**src/rtl/hex_ascii_packet_parser_assert.svh**
```systemverilog
// Assertion macros of the hex ASCII packet parser, used by the hap_back module.
// Each macro expects signals clk and rst in the scope that uses it.
`ifndef HEX_ASCII_PACKET_PARSER_ASSERT_SVH
`define HEX_ASCII_PACKET_PARSER_ASSERT_SVH

// Same-cycle implication, checked outside reset.
`define HAP_ASSERT_NOW(label, ante, cons) \
  label: assert property (@(posedge clk) disable iff (rst) (ante) |-> (cons)) \
    else $error("hex ascii packet parser: assertion failed");

// Next-cycle implication, checked outside reset.
`define HAP_ASSERT_NEXT(label, ante, cons) \
  label: assert property (@(posedge clk) disable iff (rst) (ante) |=> (cons)) \
    else $error("hex ascii packet parser: assertion failed");

`endif

```
**src/rtl/hap_pkg.sv**
```systemverilog
// Types and constants of the hex ASCII packet parser.
// No dependencies; used by every module of the block.
package hap_pkg;

  localparam int unsigned CFG_ADDR_W = 4;
  localparam int unsigned CFG_DATA_W = 32;

  localparam logic [7:0] START_CHAR     = 8'h53;
  localparam logic [7:0] ALPHA_CHAR     = 8'h41;
  localparam logic [7:0] ALPHA_BASE     = 8'd55;
  localparam logic [7:0] DIGIT_BASE     = 8'h30;
  localparam logic [2:0] SIZE_LAST_POS  = 3'd6;
  localparam logic [2:0] WORD_LAST_POS  = 3'd7;

  typedef enum logic [1:0] {
    REG_PING      = 2'd0,
    REG_WRITE     = 2'd1,
    REG_READ      = 2'd2,
    REG_INTERRUPT = 2'd3
  } reg_idx_t;

  typedef enum logic [2:0] {
    ST_IDLE    = 3'd0,
    ST_SIZE    = 3'd1,
    ST_COMMAND = 3'd2,
    ST_ADDRESS = 3'd3,
    ST_DATA    = 3'd4
  } parse_state_t;

  typedef enum logic {
    KIND_DATA    = 1'b0,
    KIND_ILLEGAL = 1'b1
  } result_kind_t;

  typedef struct packed {
    logic [31:0] ping_code;
    logic [31:0] write_code;
    logic [31:0] read_code;
    logic [31:0] interrupt_code;
  } cfg_t;

  typedef struct packed {
    logic       start;
    logic [3:0] nib;
  } token_t;

  typedef struct packed {
    result_kind_t kind;
    logic [31:0]  command;
    logic [7:0]   device_addr;
    logic [23:0]  address;
    logic [28:0]  word_count;
    logic [27:0]  word_index;
    logic [31:0]  data_word;
    logic         last_word;
  } result_t;

endpackage

```
**src/rtl/hap_regs.sv**
```systemverilog
// Configuration register file of the hex ASCII packet parser, APB-style access.
// Depends on hap_pkg.
module hap_regs (
  input  logic                            clk,
  input  logic                            rst,
  input  logic                            psel,
  input  logic                            penable,
  input  logic                            pwrite,
  input  logic [hap_pkg::CFG_ADDR_W-1:0]  paddr,
  input  logic [hap_pkg::CFG_DATA_W-1:0]  pwdata,
  output logic [hap_pkg::CFG_DATA_W-1:0]  prdata,
  output logic                            pready,
  output hap_pkg::cfg_t                   cfg
);
  import hap_pkg::*;

  reg_idx_t idx;
  logic     wr_en;

  assign idx    = reg_idx_t'(paddr[3:2]);
  assign wr_en  = psel && penable && pwrite;
  assign pready = 1'b1;

  always_ff @(posedge clk) begin
    if (rst) begin
      cfg <= '0;
    end else if (wr_en) begin
      case (idx)
        REG_PING:      cfg.ping_code      <= pwdata;
        REG_WRITE:     cfg.write_code     <= pwdata;
        REG_READ:      cfg.read_code      <= pwdata;
        REG_INTERRUPT: cfg.interrupt_code <= pwdata;
        default: ;
      endcase
    end
  end

  always_comb begin
    case (idx)
      REG_PING:      prdata = cfg.ping_code;
      REG_WRITE:     prdata = cfg.write_code;
      REG_READ:      prdata = cfg.read_code;
      REG_INTERRUPT: prdata = cfg.interrupt_code;
      default:       prdata = '0;
    endcase
  end

endmodule

```
**src/rtl/hap_front.sv**
```systemverilog
// Front end of the hex ASCII packet parser: accepts bytes and classifies them
// into start marks and hex nibbles. Depends on hap_pkg.
module hap_front (
  input  logic            push,
  input  logic [7:0]      rx_byte,
  input  logic            q_full,
  output logic            q_push,
  output hap_pkg::token_t q_token
);
  import hap_pkg::*;

  logic [7:0] digit_val;

  assign digit_val     = (rx_byte >= ALPHA_CHAR) ? (rx_byte - ALPHA_BASE)
                                                 : (rx_byte - DIGIT_BASE);
  assign q_token.start = (rx_byte == START_CHAR);
  assign q_token.nib   = digit_val[3:0];
  assign q_push        = push && !q_full;

endmodule

```
**src/rtl/hap_fifo.sv**
```systemverilog
// Short token queue between front end and parser of the hex ASCII packet parser.
// Depends on hap_pkg.
module hap_fifo #(
  parameter int unsigned FIFO_DEPTH = 4
) (
  input  logic            clk,
  input  logic            rst,
  input  logic            wr,
  input  hap_pkg::token_t wdata,
  output logic            full,
  input  logic            rd,
  output hap_pkg::token_t rdata,
  output logic            valid
);
  import hap_pkg::*;

  localparam int unsigned PTR_W = $clog2(FIFO_DEPTH);
  localparam int unsigned CNT_W = $clog2(FIFO_DEPTH + 1);

  token_t           slots [FIFO_DEPTH];
  logic [PTR_W-1:0] wr_ptr;
  logic [PTR_W-1:0] rd_ptr;
  logic [CNT_W-1:0] count;
  logic             do_wr;
  logic             do_rd;

  assign full  = (count == CNT_W'(FIFO_DEPTH));
  assign valid = (count != '0);
  assign do_wr = wr && !full;
  assign do_rd = rd && valid;
  assign rdata = slots[rd_ptr];

  always_ff @(posedge clk) begin
    if (do_wr) begin
      slots[wr_ptr] <= wdata;
    end
  end

  always_ff @(posedge clk) begin
    if (rst) begin
      wr_ptr <= '0;
      rd_ptr <= '0;
      count  <= '0;
    end else begin
      if (do_wr) begin
        wr_ptr <= (wr_ptr == PTR_W'(FIFO_DEPTH - 1)) ? '0 : wr_ptr + PTR_W'(1);
      end
      if (do_rd) begin
        rd_ptr <= (rd_ptr == PTR_W'(FIFO_DEPTH - 1)) ? '0 : rd_ptr + PTR_W'(1);
      end
      if (do_wr && !do_rd) begin
        count <= count + CNT_W'(1);
      end else if (do_rd && !do_wr) begin
        count <= count - CNT_W'(1);
      end
    end
  end

endmodule

```
**src/rtl/hap_back.sv**
```systemverilog
// Parser back end of the hex ASCII packet parser: packet state machine,
// field accumulators and the result output register. Depends on hap_pkg
// and hex_ascii_packet_parser_assert.svh.
module hap_back (
  input  logic             clk,
  input  logic             rst,
  input  hap_pkg::cfg_t    cfg,
  input  logic             tok_valid,
  input  hap_pkg::token_t  tok,
  output logic             tok_pop,
  output logic             res_empty,
  input  logic             res_pop,
  output hap_pkg::result_t res
);
  import hap_pkg::*;
  `include "hex_ascii_packet_parser_assert.svh"

  parse_state_t state;
  parse_state_t state_next;
  logic [2:0]   digit_pos;
  logic [2:0]   digit_pos_next;
  logic [27:0]  size_acc;
  logic [27:0]  size_acc_next;
  logic [31:0]  command_acc;
  logic [31:0]  command_acc_next;
  logic [31:0]  address_acc;
  logic [31:0]  address_acc_next;
  logic [31:0]  data_acc;
  logic [31:0]  data_acc_next;
  logic [28:0]  words_left;
  logic [28:0]  words_left_next;
  logic [27:0]  word_pos;
  logic [27:0]  word_pos_next;
  logic         out_valid;
  logic         res_take;
  logic         advance;
  logic         emit;
  result_t      res_next;

  logic [27:0]  size_shift;
  logic [31:0]  cmd_shift;
  logic [31:0]  cmd_inv;
  logic [31:0]  addr_shift;
  logic [31:0]  data_shift;
  logic         cmd_known;
  logic         cmd_intr;
  logic         cmd_ok;
  logic         digit_done;
  logic         last;
  logic         index_ok;

  assign res_take  = res_pop && out_valid;
  assign advance   = tok_valid && (!out_valid || res_pop);
  assign tok_pop   = advance;
  assign res_empty = !out_valid;

  assign size_shift = {size_acc[23:0], tok.nib};
  assign cmd_shift  = {command_acc[27:0], tok.nib};
  assign cmd_inv    = ~cmd_shift;
  assign addr_shift = {address_acc[27:0], tok.nib};
  assign data_shift = {data_acc[27:0], tok.nib};
  assign cmd_known  = (cmd_inv == cfg.ping_code) || (cmd_inv == cfg.write_code)
                      || (cmd_inv == cfg.read_code);
  assign cmd_intr   = (cmd_shift == cfg.interrupt_code);
  assign cmd_ok     = cmd_known || cmd_intr;
  assign digit_done = (digit_pos == ((state == ST_SIZE) ? SIZE_LAST_POS : WORD_LAST_POS));
  assign last       = (words_left == 29'd1);
  assign index_ok   = ({1'b0, res.word_index} < res.word_count);

  always_comb begin
    state_next = state;
    if (advance) begin
      if (tok.start) begin
        state_next = ST_SIZE;
      end else begin
        case (state)
          ST_IDLE:    state_next = ST_IDLE;
          ST_SIZE:    if (digit_done) state_next = ST_COMMAND;
          ST_COMMAND: if (digit_done) state_next = cmd_ok ? ST_ADDRESS : ST_IDLE;
          ST_ADDRESS: if (digit_done) state_next = ST_DATA;
          ST_DATA:    if (digit_done && last) state_next = ST_IDLE;
          default:    state_next = ST_IDLE;
        endcase
      end
    end
  end

  always_comb begin
    digit_pos_next   = digit_pos;
    size_acc_next    = size_acc;
    command_acc_next = command_acc;
    address_acc_next = address_acc;
    data_acc_next    = data_acc;
    words_left_next  = words_left;
    word_pos_next    = word_pos;
    if (advance) begin
      if (tok.start) begin
        digit_pos_next = '0;
        word_pos_next  = '0;
      end else begin
        case (state)
          ST_SIZE: begin
            size_acc_next  = size_shift;
            digit_pos_next = digit_done ? 3'd0 : digit_pos + 3'd1;
            if (digit_done) begin
              words_left_next = {1'b0, size_shift} + 29'd1;
            end
          end
          ST_COMMAND: begin
            command_acc_next = (digit_done && !cmd_intr) ? cmd_inv : cmd_shift;
            if (digit_done && cmd_known) begin
              command_acc_next = cmd_inv;
            end
            digit_pos_next = digit_pos + 3'd1;
          end
          ST_ADDRESS: begin
            address_acc_next = addr_shift;
            digit_pos_next   = digit_pos + 3'd1;
          end
          ST_DATA: begin
            data_acc_next  = data_shift;
            digit_pos_next = digit_pos + 3'd1;
            if (digit_done) begin
              words_left_next = words_left - 29'd1;
              word_pos_next   = word_pos + 28'd1;
            end
          end
          default: ;
        endcase
      end
    end
  end

  always_comb begin
    emit     = 1'b0;
    res_next = '0;
    if (advance && !tok.start && digit_done) begin
      case (state)
        ST_COMMAND: begin
          if (!cmd_ok) begin
            emit             = 1'b1;
            res_next.kind    = KIND_ILLEGAL;
            res_next.command = cmd_inv;
          end
        end
        ST_DATA: begin
          emit                 = 1'b1;
          res_next.kind        = KIND_DATA;
          res_next.command     = command_acc;
          res_next.device_addr = address_acc[31:24];
          res_next.address     = address_acc[23:0];
          res_next.word_count  = {1'b0, size_acc} + 29'd1;
          res_next.word_index  = word_pos;
          res_next.data_word   = data_shift;
          res_next.last_word   = last;
        end
        default: ;
      endcase
    end
  end

  always_ff @(posedge clk) begin
    if (rst) begin
      state     <= ST_IDLE;
      digit_pos <= '0;
      out_valid <= 1'b0;
    end else begin
      state     <= state_next;
      digit_pos <= digit_pos_next;
      if (emit) begin
        out_valid <= 1'b1;
      end else if (res_take) begin
        out_valid <= 1'b0;
      end
    end
  end

  always_ff @(posedge clk) begin
    size_acc    <= size_acc_next;
    command_acc <= command_acc_next;
    address_acc <= address_acc_next;
    data_acc    <= data_acc_next;
    words_left  <= words_left_next;
    word_pos    <= word_pos_next;
    if (emit) begin
      res <= res_next;
    end
  end

  `HAP_ASSERT_NOW(a_no_overwrite, emit, !out_valid || res_take)
  `HAP_ASSERT_NEXT(a_start_restarts, advance && tok.start, state == ST_SIZE && digit_pos == 3'd0)
  `HAP_ASSERT_NOW(a_data_has_words, state == ST_DATA, words_left != 29'd0)
  `HAP_ASSERT_NOW(a_index_in_range, out_valid && res.kind == KIND_DATA, index_ok)

endmodule

```
**src/rtl/hex_ascii_packet_parser.sv**
```systemverilog
// Hex ASCII packet parser: one received byte per push, 'S' restarts a packet, then
// 7 size, 8 command and 8 address hex digits and size+1 data words of 8 digits.
// Sustained rate is one byte per clock while not stalled: a byte enters the token
// queue on the edge it is accepted, the parser consumes one queued byte per clock,
// and a result is then registered in the output register. The parser stalls
// only while a finished result waits in the output register and pop is low; full
// rises once FIFO_DEPTH bytes are backlogged. Registers ping_code, write_code,
// read_code and interrupt_code sit at byte addresses 0, 4, 8 and 12; the received
// command is bit-inverted before it is compared with the first three, and compared
// as received with interrupt_code. Depends on hap_pkg, hap_regs, hap_front,
// hap_fifo and hap_back.
module hex_ascii_packet_parser #(
  parameter int unsigned FIFO_DEPTH = 4
) (
  input  logic                            clk,
  input  logic                            rst,
  input  logic                            psel,
  input  logic                            penable,
  input  logic                            pwrite,
  input  logic [hap_pkg::CFG_ADDR_W-1:0]  paddr,
  input  logic [hap_pkg::CFG_DATA_W-1:0]  pwdata,
  output logic [hap_pkg::CFG_DATA_W-1:0]  prdata,
  output logic                            pready,
  input  logic                            push,
  output logic                            full,
  input  logic [7:0]                      rx_byte,
  output logic                            empty,
  input  logic                            pop,
  output logic                            result_kind,
  output logic [31:0]                     command,
  output logic [7:0]                      device_addr,
  output logic [23:0]                     address,
  output logic [28:0]                     word_count,
  output logic [27:0]                     word_index,
  output logic [31:0]                     data_word,
  output logic                            last_word
);
  import hap_pkg::*;

  cfg_t    cfg;
  token_t  q_token;
  token_t  tok;
  logic    q_push;
  logic    tok_valid;
  logic    tok_pop;
  result_t res;

  hap_regs u_regs (
    .clk     (clk),
    .rst     (rst),
    .psel    (psel),
    .penable (penable),
    .pwrite  (pwrite),
    .paddr   (paddr),
    .pwdata  (pwdata),
    .prdata  (prdata),
    .pready  (pready),
    .cfg     (cfg)
  );

  hap_front u_front (
    .push    (push),
    .rx_byte (rx_byte),
    .q_full  (full),
    .q_push  (q_push),
    .q_token (q_token)
  );

  hap_fifo #(
    .FIFO_DEPTH (FIFO_DEPTH)
  ) u_fifo (
    .clk   (clk),
    .rst   (rst),
    .wr    (q_push),
    .wdata (q_token),
    .full  (full),
    .rd    (tok_pop),
    .rdata (tok),
    .valid (tok_valid)
  );

  hap_back u_back (
    .clk       (clk),
    .rst       (rst),
    .cfg       (cfg),
    .tok_valid (tok_valid),
    .tok       (tok),
    .tok_pop   (tok_pop),
    .res_empty (empty),
    .res_pop   (pop),
    .res       (res)
  );

  assign result_kind = res.kind;
  assign command     = res.command;
  assign device_addr = res.device_addr;
  assign address     = res.address;
  assign word_count  = res.word_count;
  assign word_index  = res.word_index;
  assign data_word   = res.data_word;
  assign last_word   = res.last_word;

endmodule

```
**config.mk**
```make
export PLATFORM = sky130hd
export DESIGN_NAME = hex_ascii_packet_parser
export DESIGN_NICKNAME = d
export VERILOG_FILES = /design/src/rtl/hap_pkg.sv /design/src/rtl/hap_regs.sv /design/src/rtl/hap_front.sv /design/src/rtl/hap_fifo.sv /design/src/rtl/hap_back.sv /design/src/rtl/hex_ascii_packet_parser.sv
export VERILOG_INCLUDE_DIRS = /design/src /design/src/rtl
export SDC_FILE = /design/constraint.sdc
export NUM_CORES = 1
export LEC_CHECK = 0
export ABC_AREA = 1
export BUFFER_PORTS_ARGS = -buffer_cell sky130_fd_sc_hd__buf_2
export CAP_MARGIN = 40
export CORE_MARGIN = 2
export CORE_UTILIZATION = 39
export CTS_CLUSTER_SIZE = 30
export DETAILED_ROUTE_END_ITERATION = 10
export GPL_TIMING_DRIVEN = 0
export PLACE_DENSITY = 0.61
export SLEW_MARGIN = 0
export SYNTH_ARGS = -nofsm -noshare
export SYNTH_HDL_FRONTEND = slang
export SYNTH_SLANG_ARGS = --single-unit
```
**constraint.sdc**
```tcl
create_clock -name clk -period 9.9 [get_ports clk]
set_input_delay 2.97 -clock clk [delete_from_list [all_inputs] [get_ports clk]]
set_output_delay 2.97 -clock clk [all_outputs]
set_load 0.03 [all_outputs]
```
==> flow_summary_export.csv <==
group,metric,value,unit
logic_synthesis,syn_area_per_cell,9.294,µm²
drt,ant_nets,0,
clock_tree,clockRootBuffer,"clkbuf_16",
clock_tree,cts_made_buffers,54,
clock_tree,hold_buffers,0,
logic_synthesis,synth_mux_area_frac,0,
timing,tightest_slew,0.9288,ns
finish,stdcell_count,3649,
die,core,59240,µm²
die,die_y,249.3,µm
finish,fill_cells,5680,
finish,drive_above_1_share,0.1582,
pwr,switchingPower,0.001749,W
timing,relSlewSlack,0.3808,
grt,gr-total-overflow,0,
timing,drv_slew,0,
worst_setup_path,cp_top_family,"buffers and inverters",
clock_tree,post_cts_buffers,0,
worst_setup_path,cpMaxStageDelayCell,"clkbuf_1",
logic_synthesis,synth_nets,2593,
pwr,power_density,204.3,nW/µm²
die,die_width,249.3,µm
pwr,irDropWorstVdd,175.6,µV
pwr,internal_power,0.003893,W
clock_tree,cts_sinks,496,
worst_setup_path,path_buf_inv,4,
logic_synthesis,synth-compound-area-share,0.08570,
pwr,power_leakage,10.39,nW
worst_setup_path,endpoint_kind,"output port",
logic_synthesis,ys_warn_count,0,
finish,nets,2899,
pwr,pwr-share-clk,0.358,
timing,period_needed,8.290,ns
worst_setup_path,path_cells,"buf_2 > nand2_1 > inv_1 > clkbuf_1 > nand2_1 > o2111ai_1 > buf_2",
die,rows,89,
clock_tree,h-tree-depth,2,
grt,grt_pass1_wl,105.7,mm
timing,max_freq,0.1206,GHz
finish,final_common_cell,"nand2_1",
placement,placed_cell_area,25840,µm²
clock_tree,clk_latency,0.64,ns
pwr,p_seq_frac,0.452,
die,dieArea,62170,µm²
pwr,netSwitchingFraction,0.3100,
logic_synthesis,synth_fa_ha_area_frac,0.008847,
logic_synthesis,synth_cell_types,55,
grt,grt_max_degree,56,
worst_setup_path,critical_path.max_fanout,10,
logic_synthesis,synth_ff_type,"edfxtp_1",
drt,dr_total_vias,18730,
finish,antenna_cells,0,
placement,hpwlAfterDp,51.56,mm
drt,via_per_inst,5.133,
timing,hold_violations,0,
grt,antenna_found_initial,1,
timing,tns,0,ns
clock_tree,clk_pin_slew,0.06,ns
clock_tree,cts-resized-gates,0,
logic_synthesis,yosys_register_bits,496,
worst_setup_path,path_class,"input pin to output port",
logic_synthesis,synth_edf_count,352,
logic_synthesis,syn_area,23480,µm²
placement,globalplace.congestion,0.9526,
timing,fin_crit_sh,0.8373,
drt,post_drt_wl_per_cell,19.10,µm
grt,grt_pass1_vias,17960,
worst_setup_path,required,6.93,ns
finish,final-seq-area,13450,µm²
die,io_pins,241,
worst_setup_path,critPathLaunchType,"input pin",
drt,wl,69.69,mm
timing,fin_skew,0.04960,ns
finish,multi_input_area,8427,µm²
timing,rsz0062_at_grt,"no",
placement,io_buffers,237,
logic_synthesis,yosysSeqAreaShare,0.5730,
pwr,comb_power_share,0.189,
logic_synthesis,synthCells,2526,
status,outcome,"finished clean",
finish,area_growth,17.61,%
grt,grt_usage,0.2199,
logic_synthesis,synth_top_family_by_area,"simple AND/OR/NAND/NOR gates",
logic_synthesis,yosys.area_share.simple,0.1972,
worst_setup_path,max_stage_delay,0.74,ns
drt,drc,0,
logic_synthesis,synth_xor_area_frac,0.06481,
drt,dr.pass1.iters,5,
placement,dp.cells,3548,
die,start_util,0.3963,
finish,layout_common_cells,"nand2_1, nor2_1, edfxtp_1",
flow_run,drv_cap,0,
timing,setup_viol,0,
clock_tree,cts_buffer_depth,3,
clock_tree,tritoncts,"built",
worst_setup_path,cp.arrival,5.32,ns
worst_hold_path,worstHoldPathType,"flip-flop to flip-flop",
pwr,power,0.005642,W
logic_synthesis,synthArstFlopShare,0,
drt,drt_first_iter_violations,1788,
finish,final_cell_area,27610,µm²
## routing by layer
layer | track usage | share of wire | vias up
met1 | 0.2990 | 0.44 | 8964
met5 | 0 | 0 | -
met4 | 0.06902 | 0.028 | 0
li1 | - | - | 8930
met2 | 0.3565 | 0.46 | 709
met3 | 0.03992 | 0.071 | 126
## final cells by class
class	instances	share of cell area
buffer	113	0.02098
timing repair buffer	250	0.04899
tap	773	0.03503
clock buffer	73	0.05415
sequential	496	0.4872
clock inverter	27	0.009697
multi-input combinational	1632	0.3052
inverter	285	0.03874
## per-stage QoR
stage	worst slack, ns	util	hold WS, ns
2_1_floorplan	2.022	-	0.4264
3_3_place_gp	-0.1063	0.4326	0.4283
3_5_place_dp	1.718	0.4361	0.4347
4_1_cts	1.718	0.4659	0.4466
5_1_grt	1.625	0.4661	0.4562
6_report	1.610	0.4661	0.4421
## power by group through the flow
stage / clock network, W / logic (W) / registers [W]
after floorplan: 0 / 0.000704 / 0.00256
final: 0.00202 / 0.00107 / 0.00255
after detailed placement: 0 / 0.00106 / 0.00259
after CTS: 0.00206 / 0.00107 / 0.00255
after global placement: 0 / 0.00100 / 0.00259
after global routing: 0.00214 / 0.00118 / 0.00257
## cells in the mapped netlist (3+ instances only)
| cell type | n | share of area |
|---|---|---|
| nand3_2 | 9 | 0.0038 |
| or2_2 | 7 | 0.0019 |
| nand4_1 | 55 | 0.015 |
| a31oi_1 | 7 | 0.0019 |
| ha_1 | 15 | 0.0080 |
| clkbuf_2 | 11 | 0.0023 |
| o21ai_0 | 181 | 0.039 |
| nor2_1 | 451 | 0.072 |
| inv_2 | 10 | 0.0016 |
| edfxtp_1 | 352 | 0.45 |
| xor2_1 | 64 | 0.024 |
| a221oi_1 | 3 | 0.0011 |
| clkbuf_1 | 66 | 0.011 |
| a21oi_1 | 134 | 0.029 |
| a211oi_1 | 5 | 0.0016 |
| nor2_2 | 5 | 0.0013 |
| nand2_4 | 4 | 0.0019 |
| nand2_2 | 4 | 0.0011 |
| buf_6 | 8 | 0.0038 |
| buf_2 | 20 | 0.0043 |
| clkinv_1 | 5 | 0.00080 |
| nand3b_1 | 11 | 0.0035 |
| nor4_1 | 9 | 0.0024 |
| o2111ai_1 | 24 | 0.0090 |
| inv_1 | 270 | 0.043 |
| nand2_1 | 459 | 0.073 |
| dfxtp_1 | 144 | 0.12 |
| xnor2_1 | 54 | 0.020 |
| xor2_2 | 30 | 0.021 |
| buf_12 | 3 | 0.0026 |
| nor3_1 | 27 | 0.0058 |
| nand3_1 | 45 | 0.0096 |
| buf_1 | 3 | 0.00048 |
## registers in the layout (all words and copies together), names as in the netlist, named ones only
name and cells:
u_back.state 3, u_back.words_left 29, u_back.word_pos 28, u_back.digit_pos 3
u_back.res 155, u_back.data_acc 28, u_back.command_acc 32, u_fifo.count 3
u_regs.cfg 128, u_back.address_acc 32, u_fifo.rd_ptr 2, u_back.out_valid 1
u_fifo.slots 20, u_fifo.wr_ptr 2, u_back.size_acc 28
## worst register-to-register path: stages (launching register included)
cell and delay (ns):
edfxtp_1 0.32, clkbuf_2 0.23, inv_1 0.17, nand2_1 0.09, nand2_1 0.05, a21oi_1 0.14
nand3_1 0.11, nor2_1 0.23, nand2_1 0.11, nor2_1 0.25, nand2_1 0.37, nand4_1 0.50
nand2_4 0.50, buf_16 0.39, buf_16 0.25
## cell families (layout without fill, tap and decap cells)
group	after synthesis	in the layout
other	1	1
and+or+nand+nor	1098	1098
xor gates and xnor gates	148	148
DFF	496	496
buffers and inverters	398	748
AOI/OAI and AO/OA	369	369
adders and majority gates	16	16
## path summary, 6_finish.rpt
kind                          start             endpoint  slack [ns]  cells past startpoint
min reg2reg     u_back.data_acc[12]  u_back.data_acc[16]        0.44                      0
min             u_back.data_acc[12]  u_back.data_acc[16]        0.44                      0
max                        paddr[3]           prdata[13]        1.61                      7
max reg2reg  u_back.command_acc[20]      u_back.res[130]        5.85                     14
Note: power is estimated with default switching activity, not from simulation.
